--- config.mk ---
export PLATFORM = sky130hd
export DESIGN_NAME = dpc_back
export DESIGN_NICKNAME = d
export VERILOG_FILES = /design/src/rtl/dpc_back.sv
export SDC_FILE = /design/constraint.sdc
export NUM_CORES = 1
export LEC_CHECK = 0
export ABC_AREA = 1
export BUFFER_PORTS_ARGS = -buffer_cell sky130_fd_sc_hd__buf_2
export CAP_MARGIN = 30
export CORE_ASPECT_RATIO = 1.5
export CORE_MARGIN = 2
export CORE_UTILIZATION = 58
export DETAILED_ROUTE_END_ITERATION = 8
export PLACE_DENSITY_LB_ADDON = 0.25
export SYNTH_ARGS = -nofsm -noshare
export SYNTH_HDL_FRONTEND = slang
export SYNTH_SLANG_ARGS = --single-unit
--- constraint.sdc ---
create_clock -name clk -period 9.7 [get_ports clk]
set_input_delay 1.455 -clock clk [delete_from_list [all_inputs] [get_ports clk]]
set_output_delay 1.455 -clock clk [all_outputs]
set_load 0.005 [all_outputs]
--- src/rtl/dpc_back.sv ---
`default_nettype none
module dpc_back #(
  parameter int VB   = 16,
  parameter int DENW = 38
) (
  input  wire logic              clk,
  input  wire logic              rst,
  input  wire logic              in_valid,
  input  wire logic [VB:0]       qx,
  input  wire logic [VB:0]       qy,
  input  wire logic [DENW-1:0]   rx,
  input  wire logic [DENW-1:0]   ry,
  input  wire logic [DENW-1:0]   den,
  input  wire logic [4*VB+2:0]   side,
  output logic                   done,
  output logic [VB-1:0]          r1x,
  output logic [VB-1:0]          r1y,
  output logic [VB-1:0]          r2x,
  output logic [VB-1:0]          r2y,
  output logic                   hit,
  output logic                   clipped
);

  localparam int XW = VB + 2;

  logic signed [VB-1:0] v1x, v1y, v2x, v2y;
  logic                 hit_in, neg_x, neg_y;
  logic [VB:0]          qfx, qfy;
  logic signed [XW-1:0] cx, cy;
  logic signed [XW-1:0] a1x, a1y, a2x, a2y;
  logic                 o1x, o1y, o2x, o2y;

  assign v1x    = $signed(side[4*VB+2 -: VB]);
  assign v1y    = $signed(side[3*VB+2 -: VB]);
  assign v2x    = $signed(side[2*VB+2 -: VB]);
  assign v2y    = $signed(side[VB+2 -: VB]);
  assign hit_in = side[2];
  assign neg_x  = side[1];
  assign neg_y  = side[0];

  // round to nearest, ties away from zero: 2r >= den
  assign qfx = qx + (VB+1)'({rx, 1'b0} >= {1'b0, den});
  assign qfy = qy + (VB+1)'({ry, 1'b0} >= {1'b0, den});
  assign cx  = neg_x ? -$signed({1'b0, qfx}) : $signed({1'b0, qfx});
  assign cy  = neg_y ? -$signed({1'b0, qfy}) : $signed({1'b0, qfy});

  assign a1x = XW'(v1x) + cx;
  assign a1y = XW'(v1y) + cy;
  assign a2x = XW'(v2x) - cx;
  assign a2y = XW'(v2y) - cy;

  function automatic logic ovf(input logic signed [XW-1:0] a);
    ovf = !((a[XW-1:VB-1] == '0) || (a[XW-1:VB-1] == '1));
  endfunction

  function automatic logic [VB-1:0] sat(input logic signed [XW-1:0] a);
    if (ovf(a)) begin
      sat = a[XW-1] ? {1'b1, {(VB-1){1'b0}}} : {1'b0, {(VB-1){1'b1}}};
    end else begin
      sat = a[VB-1:0];
    end
  endfunction

  assign o1x = ovf(a1x);
  assign o1y = ovf(a1y);
  assign o2x = ovf(a2x);
  assign o2y = ovf(a2y);

  always_ff @(posedge clk) begin
    if (rst) begin
      done <= 1'b0;
    end else begin
      done <= in_valid;
    end
  end

  always_ff @(posedge clk) begin
    hit <= hit_in;
    if (hit_in) begin
      r1x     <= sat(a1x);
      r1y     <= sat(a1y);
      r2x     <= sat(a2x);
      r2y     <= sat(a2y);
      clipped <= o1x | o1y | o2x | o2y;
    end else begin
      r1x     <= v1x;
      r1y     <= v1y;
      r2x     <= v2x;
      r2y     <= v2y;
      clipped <= 1'b0;
    end
  end

endmodule
`default_nettype wire

Word-level counts from Yosys, hierarchy flattened
Index checks and enable logic that the tools add are counted.

cells by class
  multiplexer cells = 14
  $lt $le $gt $ge = 2
  add/subtract/negate cells = 8
  bitwise operators = 3
  eq/ne operators = 4
  reduce and logical (&&, ||, !) cells = 12

operators with widths
  kind                                         count
  two-way mux 16 bit                           12
  >= comparator 39 x 38 -> 1 bit               2
  adder 16 x 18 -> 18 bit                      2
  two-way mux 18 bit                           2
  negator 17 -> 18 bit                         2
  subtractor 16 x 18 -> 18 bit                 2
  adder 17 x 1 -> 17 bit                       2
  equality test 3 bit (second input constant)  4
  zero test 3 bit                              4
  zero test 1 bit                              4
  logical OR 1 bit                             4
  bitwise OR 1 bit                             3

storage, ports and cells
  bits of input ports = 218
  bits in registers = 67
  logic and storage cells = 50

Depth between registers and ports, before layout
Gate-level depths: netlist of run 1.

  depth in word-level cells = 11
  gate-level depth with buffers = 40
  mapped depth without buffers = 39

Worst setup path before layout of run 1
No wires, ideal clock.

  kind = input port to flip-flop
  start = input den[30]
  end = register r2x[8]
  arrival = 6003 ps
  cell stages on the path = 31
  buffers on the path = 1
  path slack = 3581 ps
  library setup time = 116 ps
  cells stage by stage = inv_1 > ha_1 > nand2_1 > nor2_1 > nand3_1 > nor4_1 > nand3_1 > o211ai_1 > ha_1 > ha_1 > nand2_1 > nor2_4 > nand2_1 > xor2_1 > nand2_2 > nor2_1 > nand4_1 > o21ai_0 > xor2_1 > inv_1 > ha_1 > nand2_1 > nor3_1 > nand2_1 > o311ai_1 > inv_1 > nand3_1 > nand3_2 > buf_6 > nand2_1 > a21oi_2

between the ends
  word-level cells in the longest chain between the ends = 9

ends and longest elaborated chain
  item                                                    RTL line  source
  start, declared                                         13        input wire logic [DENW-1:0] den,
  >= comparator 39 x 38 -> 1 bit (*)                      42        assign qfx = qx + (VB+1)'({rx, 1'b0} >= {1'b0, den});
  adder 17 x 1 -> 17 bit (*)                              42
  negator 17 -> 18 bit                                    44        assign cx = neg_x ? -$signed({1'b0, qfx}) : $signed({1'b0, qfx});
  two-way mux 18 bit (*)                                  44
  subtractor 16 x 18 -> 18 bit (*)                        49        assign a2x = XW'(v2x) - cx;
  equality test 3 bit or zero test 3 bit (tied branches)  53        ovf = !((a[XW-1:VB-1] == '0) || (a[XW-1:VB-1] == '1));
  logical OR 1 bit                                        53
  two-way mux 16 bit (*)                                  57        if (ovf(a)) begin
  two-way mux 16 bit (*)                                  79        if (hit_in) begin
  end signal, assigned                                    82        r2x <= sat(a2x);
  end signal, assigned                                    88        r2x <= v2x;
  end, declared                                           18        output logic [VB-1:0] r2x,

Every way passes the cells marked *; elsewhere a longest branch is shown, timed or not.
A chain may end at the register's enable or synchronous reset.

Final worst setup path of run 1
  start = input den[29]
  end = register clipped

between the ends
  word-level cells in the longest chain between the ends = 11

ends and longest elaborated chain
  item                                                    RTL line  source
  >= comparator 39 x 38 -> 1 bit (on tied branches)       42, 43
  adder 17 x 1 -> 17 bit (on tied branches)               42, 43
  negator 17 -> 18 bit (on tied branches)                 44, 45
  two-way mux 18 bit (on tied branches)                   44, 45
  adder 16 x 18 -> 18 bit (on tied branches)              47, 48
  equality test 3 bit or zero test 3 bit (tied branches)  53
  logical OR 1 bit                                        53
  zero test 1 bit                                         -
  bitwise OR 1 bit (2 in a row)                           84        clipped <= o1x | o1y | o2x | o2y;
  bitwise OR 1 bit (*)                                    84
  end signal, assigned                                    84
  end, declared                                           21        output logic clipped

Marks and branches as above.

==> results of run 1 <==
through the flow:
stage               setup slack [ps]  hold slack [ps]  utilization, %  power (mW)
global route                    2040             1270            70.9        1.68
finish                          2680             1260            70.9        1.56
detailed placement              2360             1610            68.9        1.20
global placement                2400             1610            68.9        1.18
floorplan                       3580             1480               -       0.950
CTS                             2690             1250            70.9        1.56
routing by layer:
layer  up-vias  track usage [%]  share of wire [%]
li1       5405                -                  -
met1      4824             34.6                 38
met2       302             61.3                 53
met3        71             4.68                4.8
met4         0             14.8                4.4
met5         -                0                  0
synth_stat cells, types with 6 or more instances:
library cell	n	area share [%]
a21oi_2	39	3.6
nor2_1	140	5.5
nand4_1	24	1.6
xor2_1	78	7.2
nand2_2	30	2.0
nor3_1	23	1.2
a21o_1	12	0.95
clkbuf_1	9	0.35
ha_1	150	20
nand3_1	76	4.0
o21bai_1	13	1.0
xnor2_1	13	1.2
a21oi_1	116	6.1
nand2_1	345	14
a21boi_0	7	0.55
nand3_2	10	1.1
dfxtp_1	67	14
inv_1	194	7.6
buf_6	6	0.71
o21ai_0	47	2.5
kinds of logic after synthesis:
logic type | after synthesis | synth area share, %
buffers and inverters | 220 | 9.23
AND/OR/NAND/NOR | 671 | 30.8
XOR/XNOR | 91 | 8.36
adder cells (fa/ha/maj) | 154 | 20.5
flip-flops | 67 | 14.1
AO/OA/AOI/OAI | 265 | 17.0
final cells by class:
type / count / area, sq um
Antenna cell: 2 / 5.00
Clock buffer: 9 / 225
Clock inverter: 6 / 91.3
Fill cell: 1498 / 4690
Inverter: 203 / 763
Multi-Input combinational cell: 1181 / 7310
Sequential cell: 67 / 1340
Tap cell: 206 / 258
Timing Repair Buffer: 285 / 1430
power by group:
group / switching [mW] / internal, mW
clock network: 0.133 / 0.224
logic: 0.518 / 0.328
registers: 0.0169 / 0.338
worst max-delay path, delay by kind of cell:
| family | cells | cell delay [ps] |
|---|---|---|
| simple gates | 18 | 2760 |
| xor+xnor | 2 | 470 |
| fa+ha+maj | 4 | 1120 |
| buf+inv | 4 | 370 |
| compound gates | 4 | 1070 |
flip-flops by register name, summed over array words and instances, names as in the netlist:
register and count:
clipped 1, r1y 16, done 1, r1x 16, hit 1, r2x 16, r2y 16
final timing paths:
check | start | to | slack, ps | cells past startpoint
setup / recovery | den[29] | clipped$_SDFF_PN0_ | 2680 | 32
hold / removal | rst | done$_SDFF_PP0_ | 1260 | 2
==> results.md, run 1 <==
* Clk sink count at 67
* Dpl hpwl at 24.7 mm
* Max Transition Viols Final at 0
* Most frequent cells in the layout: nand2_1, buf_2, inv_1, ha_1, nor2_1
* Crit-path max FO at 16
* Mapped Avg Cell Area at 6.49 sq um
* Nets@finish at 2119
* Max Freq at 142 MHz
* Final instance area at 11400 sq um
* Worst EP arrival at 7280 ps
* DR vias/cell at 5.41
* Slowest-stage cell, CP: o311ai_1
* CP max stage delay at 510 ps
* Worst slew margin at 42.2%
* Critical path class: in2reg
* Vias in the first global route at 10.2k
* Share of the yosys chip area belonging to registers at 14.1%
* Drt pass-1 iters at 6
* Die area at 17500 sq um
* Placed Instance Area at 11100 sq um
* Fin crit share at 72.4%
* Layout cells sized above 1 at 22.9%
* TritonCTS buffer count at 9
* Worst path required time at 9960 ps
* Number of synthesized flops with an enable pin at 0
* Largest net degree at the start of global routing at 71
* Total track usage at 32.4%
* Critical path launch point type: input pin
* Final setup fails at 0
* Die Wd at 109 um
* Main synth FF type: dfxtp_1
* Unrepaired setup endpoints after global routing: no
* Initial Util at 59.1%
* Synth cell types at 48
* Status: complete, no violations
* Time the worst path needs with I/O delays and setup at 7020 ps
* Placer congestion estimate at 1.01
* Synthesized area at 9530 sq um
* Async set-reset flop share out of synthesis at 0%
* Root Buffer: clkbuf_16
* WL per Instance at 14.7 um
* Hold Crit Class: in2reg
* Rows at 57
* Area grow syn2layout at 19.8%
* Dpl cells at 1942
* Power Dens Cells at 136 nW/um^2
* DRT antenna net count at 0
* Max-cap violations at 0
* Hold-fix buffers, CTS at 0
* Most common cell on crit path: nand2_1
* Initial antenna violation count at 1
* Post-CTS Resized at 0
* Ys Warns at 0
* Setup Fix Bufs, Post-CTS at 0
* Port Buffer Count at 284
* Worst-Margin Slew at 858 ps
* DRC at 0
* Finished Layout Cells at 1959
* Critical path capture point type: flip-flop
* First-pass GRT wire length at 45.4 mm
* IO Count at 285
* Worst-path clk slew at 60 ps
* Leak pwr at 6.32 nW
* CORE AREA at 16100 sq um
* Cell count after synthesis at 1468
* Vias after detailed routing at 10.6k
* Drt total wl at 28.8 mm
* Setup_tns at 0 ps
* Worst vdd ir at 0.104 mV
* Post-Syn Nets at 1840
* Final hold vios at 0
* Most common cell after layout, fill and taps aside: nand2_1
* Die height at 161 um
* Max Root-Sink Buffers at 2
* CTS tree: yes
* Yosys reg bits at 67
* Remaining Overflow, GRT at 0
* Htree depth at 3
* Iter 0 DRT Violations at 449
Note: power is estimated with default switching activity, not from simulation.
==> run 2, diff against run 1 <==
Settings changed: ABC_AREA 1 to 0, CORE_UTILIZATION 58 to 54.
Clock period 9.7 ns to 7.1 ns, I/O delays scaled along.
==> results.md, run 2 <==
* Time the worst path needs with I/O delays and setup at 7060 ps
* Worst EP arrival at 7290 ps (about the same)
* Critical path capture point type: flip-flop
* Synthesized area at 9160 sq um (-3.9%)
* Die height at 164 um (+1.6%)
* Ys Warns at 0 (unchanged)
* CP Buf/Inv Count at 4 (unchanged)
* Worst path required time at 7330 ps (-2630 ps)
* Main synth FF type: dfxtp_1
* Synth Area in XOR/XNOR at 12.7% (+4.3 points)
* Max Transition Viols Final at 0 (unchanged)
* Worst slew margin at 38.3% (-3.9 points)
* Most common cell on crit path: o21a_1
* DRT antenna net count at 0 (unchanged)
* CP max stage delay at 400 ps (-110 ps)
* Synth top area share at 20.5% (+0.80 points)
* Power Dens Cells at 189 nW/um^2 (+39%)
* Leak pwr at 6.74 nW (+6.6%)
* Vias in the first global route at 10.5k (+2.8%)
* IO Count at 285 (unchanged)
* Final core occ at 79.5% (+8.6 points)
* Final Total Pwr at 2.51 mW (+61%)
* TritonCTS buffer count at 9 (unchanged)
* CORE AREA at 16700 sq um (+3.6%)
* Hold-fix buffers, CTS at 0 (unchanged)
* Largest family of logic cells by synthesized area: compound AO/OA/AOI/OAI gates
* Initial antenna violation count at 5 (+4)
* DR vias/cell at 5.69 (+5.2%)
* Clk sink count at 67 (unchanged)
* Max Root-Sink Buffers at 2 (unchanged)
* Synth cell count leaders: ha_1, a21oi_1, nor2_1, nand2_1, inv_1
* Post-Syn Nets at 1596 (-13%)
* CTS tree: yes
* Initial Util at 54.9% (-4.3 points)
* Number of synthesized flops with an enable pin at 0 (unchanged)
* WHS Path Cells at 2 (unchanged)
* Largest net degree at the start of global routing at 52 (-27%)
* Finished Layout Cells at 1927 (-1.6%)
* Cell count after synthesis at 1224 (-17%)
* Crit path depth at 34 (+6.3%)
* Max Freq at 142 MHz
* Sw Ratio at 40.2% (-2.7 points)
* Remaining Overflow, GRT at 0 (unchanged)
* Drt pass-1 iters at 5 (-1)
* Ranking of synthesized cells by area: ha_1, dfxtp_1, xnor2_1
* Vias after detailed routing at 11.0k (+3.5%)
* Worst-path clk slew at 60 ps (about the same)
* Die area at 18000 sq um (+3.1%)
* Root Buffer: clkbuf_16
* Synth cell types at 71 (+48%)
* Worst-Margin Slew at 925 ps (+67.6 ps)
* Switch Pwr at 1.01 mW (+51%)
* Setup slack after layout at 40.5 ps (-2640 ps)
* Yosys reg bits at 67 (unchanged)
* Final setup fails at 0 (unchanged)
* First-pass GRT wire length at 46.5 mm (+2.4%)
* Iter 0 DRT Violations at 663 (+48%)
* Post-Synth Adder-Cell Area at 21.4% (+0.83 points)
* Post-place setup slack at -513 ps (-2870 ps)
* Critical path class: in2reg
* Critical path launch point type: input pin
* Htree depth at 3 (unchanged)
* Int Pwr at 1.50 mW (+69%)
* Mux cell area share after synthesis at 0.997% (+1.0 points)
* Yosys top cell by area: ha_1
* Hold Crit Class: in2reg
* Most common cell after layout, fill and taps aside: buf_2
* Worst vdd ir at 0.221 mV (+110%)
* Logic pwr share at 62.1% (+7.8 points)
* Rows at 58 (+1.8%)
* Total track usage at 32.4% (about the same)
* Mapped Avg Cell Area at 7.48 sq um (+15%)
* Nets@finish at 2077 (-2.0%)
* Async set-reset flop share out of synthesis at 0% (unchanged)
* Flop pwr share at 19.9% (-2.9 points)
* Worst path top cell family by delay: compound AO/OA/AOI/OAI gates
* Complex-gate fraction of the synthesized area at 23.9% (+6.9 points)
* Status: complete, no violations
* Clock power frac at 17.9% (-5.0 points)
* Unrepaired setup endpoints after global routing: yes
* Drt total wl at 31.7 mm (+10%)
* Hold_ws at 867 ps (-392 ps)
* WL per Instance at 16.5 um (+12%)
* Dpl cells at 1891 (-2.6%)
* Slowest-stage cell, CP: or3_4
* Port Buffer Count at 284 (unchanged)
* Final hold vios at 0 (unchanged)
* Layout cells sized above 1 at 38.1% (+15 points)
* Fin crit share at 99.4%
* Area grow syn2layout at 44.8%
* Most numerous cell in the Yosys netlist: ha_1
* Most frequent cells in the layout: buf_2, buf_4, ha_1, nor2_1, a21oi_1
* Max-cap violations at 0 (unchanged)
* Placer congestion estimate at 0.996 (-1.4%)
* Share of synthesized cell area in and, or, nand and nor gates at 20.1% (-11 points)
* DRC at 0 (unchanged)
* Die Wd at 110 um (+1.5%)
* Share of the yosys chip area belonging to registers at 14.6% (+0.57 points)
* Crit-path max FO at 8 (-8)
* Dpl hpwl at 25.1 mm (+1.5%)
[run 2: cell types whose count changed after synthesis, moves of 22 or more]
cell | before | now
a21o_1 | 12 | 40
a21oi_2 | 39 | 10
a31oi_1 | 5 | 27
inv_1 | 194 | 97
nand2_1 | 345 | 101
nand2_2 | 30 | 1
nand3_1 | 76 | 23
nor2_1 | 140 | 118
nor2b_1 | 0 | 23
xnor2_1 | 13 | 72
xor2_1 | 78 | 55
[run 2: routing by layer]
layer	part of all wire [%]	global-route usage, %	up-vias
met3	5.5	4.71	139
met2	52	60.8	414
met1	35	32.3	5081
met4	6.8	20.6	0
li1	-	-	5338
met5	0	0	-
[run 2: layout make-up]
| type | instances | area, sq um |
|---|---|---|
| Multi-Input combinational cell | 1022 | 7800 |
| Fill cell | 1155 | 3430 |
| Timing Repair Buffer | 508 | 3180 |
| Sequential cell | 67 | 1340 |
| Inverter | 97 | 367 |
| Tap cell | 210 | 263 |
| Clock buffer | 10 | 229 |
| Clock inverter | 6 | 66.3 |
| Antenna cell | 7 | 17.5 |
[run 2: per-stage QoR]
stage / TNS [ps] / area [sq um]
after global placement: -13950 / 12300
final: 0 / 13300
after global routing: -6830 / 13300
after CTS: -10.6 / 12600
after floorplan: 0 / 9210
after detailed placement: -26490 / 12300
[run 2: kinds of logic after synthesis]
family	count (synthesis)
AOI/OAI and AO/OA	345
DFF	67
xor gates and xnor gates	130
adders and majority gates	154
buffers and inverters	137
and+or+nand+nor	383
muxes	8
[run 2: path summary, 6_finish.rpt]
path                  startpoint                  to
worst min-delay path         rst     done$_SDFF_PP0_
worst max-delay path      den[1]  clipped$_SDFF_PN0_
[run 2: power by group through the flow]
stage	clock, mW	combinational, mW	sequential [mW]
after floorplan	0	0.822	0.518
after global placement	0	1.36	0.506
after detailed placement	0	1.40	0.507
after CTS	0.454	1.43	0.500
after global routing	0.469	1.71	0.512
final	0.450	1.56	0.501
[run 2: repair_timing]
item,4_1_cts,5_1_grt
gates cloned,1,2
pin swaps,2,74
buffers inserted,0,10
resized for setup,10,121
endpoints found under the setup margin,61,64
==> run 3, diff against run 2 <==
Settings changed: CTS_BUF_LIST from default to sky130_fd_sc_hd__clkbuf_16.
==> results.md, run 3 (synthesized netlist as in run 2, its figures left out) <==
* Remaining Overflow, GRT at 0 (unchanged)
* WL per Instance at 16.5 um (about the same)
* Switch Pwr at 1.01 mW (about the same)
* Clock power frac at 17.9% (about the same)
* Die height at 164 um (unchanged)
* First-pass GRT wire length at 46.5 mm (unchanged)
* Drt pass-1 iters at 5 (unchanged)
* Unrepaired setup endpoints after global routing: yes
* Htree depth at 3 (unchanged)
* Logic pwr share at 62.2% (about the same)
* Final Total Pwr at 2.51 mW (about the same)
* Hold Crit Start: rst
* Clk sink count at 67 (unchanged)
* Worst vdd ir at 0.221 mV (about the same)
* Drt total wl at 31.7 mm (about the same)
* Time the worst path needs with I/O delays and setup at 7060 ps (unchanged)
* Iter 0 DRT Violations at 663 (unchanged)
* CTS tree: yes
* Total track usage at 32.4% (unchanged)
* Placer congestion estimate at 0.996 (unchanged)
* Crit path depth at 34 (unchanged)
* Hold Crit Class: in2reg
* Most common cell after layout, fill and taps aside: buf_2
* Vias after detailed routing at 11.0k (+0.091%)
* Most common cell on crit path: o21a_1
* Largest net degree at the start of global routing at 52 (unchanged)
* Worst path required time at 7330 ps (about the same)
* Hold-fix buffers, CTS at 0 (unchanged)
* Area grow syn2layout at 44.8% (unchanged)
* DRC at 0 (unchanged)
* Vias in the first global route at 10.5k (unchanged)
* Die Wd at 110 um (unchanged)
* DRT antenna net count at 0 (unchanged)
* Max-cap violations at 0 (unchanged)
* Crit-path max FO at 8 (unchanged)
* Nets@finish at 2077 (unchanged)
* Worst slew margin at 38.3% (about the same)
* CORE AREA at 16700 sq um (unchanged)
* Worst-Margin Slew at 925 ps (-0.0450 ps)
* WHS Path Cells at 2 (unchanged)
* Layout cells sized above 1 at 38.1% (unchanged)
* Dpl hpwl at 25.1 mm (unchanged)
* DR vias/cell at 5.70 (about the same)
* CP Buf/Inv Count at 4 (unchanged)
* CP max stage delay at 400 ps (about the same)
* Post-place setup slack at -513 ps (unchanged)
* Max Transition Viols Final at 0 (unchanged)
* Setup slack after layout at 40.5 ps (unchanged)
* IO Count at 285 (unchanged)
* Worst-path clk slew at 60 ps (about the same)
* Int Pwr at 1.50 mW (about the same)
* Sw Ratio at 40.2% (about the same)
* Finished Layout Cells at 1927 (unchanged)
* Final hold vios at 0 (unchanged)
* Most frequent cells in the layout: buf_2, buf_4, ha_1, nor2_1, a21oi_1
* Filler instances at 1155 (unchanged)
* TritonCTS buffer count at 9 (unchanged)
* Die area at 18000 sq um (unchanged)
* Critical path capture point type: flip-flop
* Final core occ at 79.5% (unchanged)
* Critical path launch point type: input pin
* Final setup fails at 0 (unchanged)
* Port Buffer Count at 284 (unchanged)
* Critical path class: in2reg
* Root Buffer: clkbuf_16
* Max Root-Sink Buffers at 2 (unchanged)
* WHS Endpoint: done$_SDFF_PP0_
* Status: complete, no violations
* Setup_tns at 0 ps (unchanged)
* Worst path top cell family by delay: compound AO/OA/AOI/OAI gates
* Worst EP arrival at 7290 ps (about the same)
* Flop pwr share at 20.0% (about the same)
* Hold_ws at 867 ps (-0.0870 ps)
* Initial antenna violation count at 5 (unchanged)
* Power Dens Cells at 189 nW/um^2 (about the same)
* Slowest-stage cell, CP: or3_4
* Initial Util at 54.9% (unchanged)
* Dpl cells at 1891 (unchanged)
* Placed Instance Area at 12300 sq um (unchanged)
* Max Freq at 142 MHz (unchanged)
* Rows at 58 (unchanged)
* Final instance area at 13300 sq um (unchanged)
* Leak pwr at 6.75 nW (about the same)
* Fin crit share at 99.4% (unchanged)
[run 3: routing by layer]
metal  up-vias  track usage (%)  share of wire (%)
li1       5338                -                  -
met1      5082             32.3                 36
met2       419             60.8                 52
met3       143             4.71                5.5
met4         0             20.6                6.8
met5         -                0                  0
[run 3: area by class of cell]
class                           instances  area, sq um  area share (%)
Antenna cell                            7         17.5           0.132
Clock buffer                            9          225            1.70
Inverter                               97          367            2.76
Timing Repair Buffer                  508         3180            24.0
Sequential cell                        67         1340            10.1
Tap cell                              210          263            1.98
Multi-Input combinational cell       1022         7800            58.8
Clock inverter                          7         70.1           0.528
[run 3: worst max-delay path by stage]
stage	start	end
2_1_floorplan	den[1]	r1x[6]$_DFF_P_
3_3_place_gp	den[1]	clipped$_SDFF_PN0_
3_5_place_dp	den[8]	r1x[1]$_DFF_P_
4_1_cts	den[1]	r1x[1]$_DFF_P_
5_1_grt	den[1]	r1x[1]$_DFF_P_
6_report	den[1]	clipped$_SDFF_PN0_
[run 3: power groups by stage]
stage               sequential (mW)  combinational, mW  clock (mW)
global route                  0.512               1.71       0.468
finish                        0.501               1.56       0.449
floorplan                     0.518              0.822           0
global placement              0.506               1.36           0
CTS                           0.500               1.43       0.452
detailed placement            0.507               1.40           0
[run 3: what timing repair did]
item / in CTS / in global routing
setup buffers: 0 / 10
cloned: 1 / 2
resized for setup: 10 / 121
endpoints found under the setup margin: 61 / 64
pin swaps: 2 / 74
endpoints found under the hold margin: 0 / 0
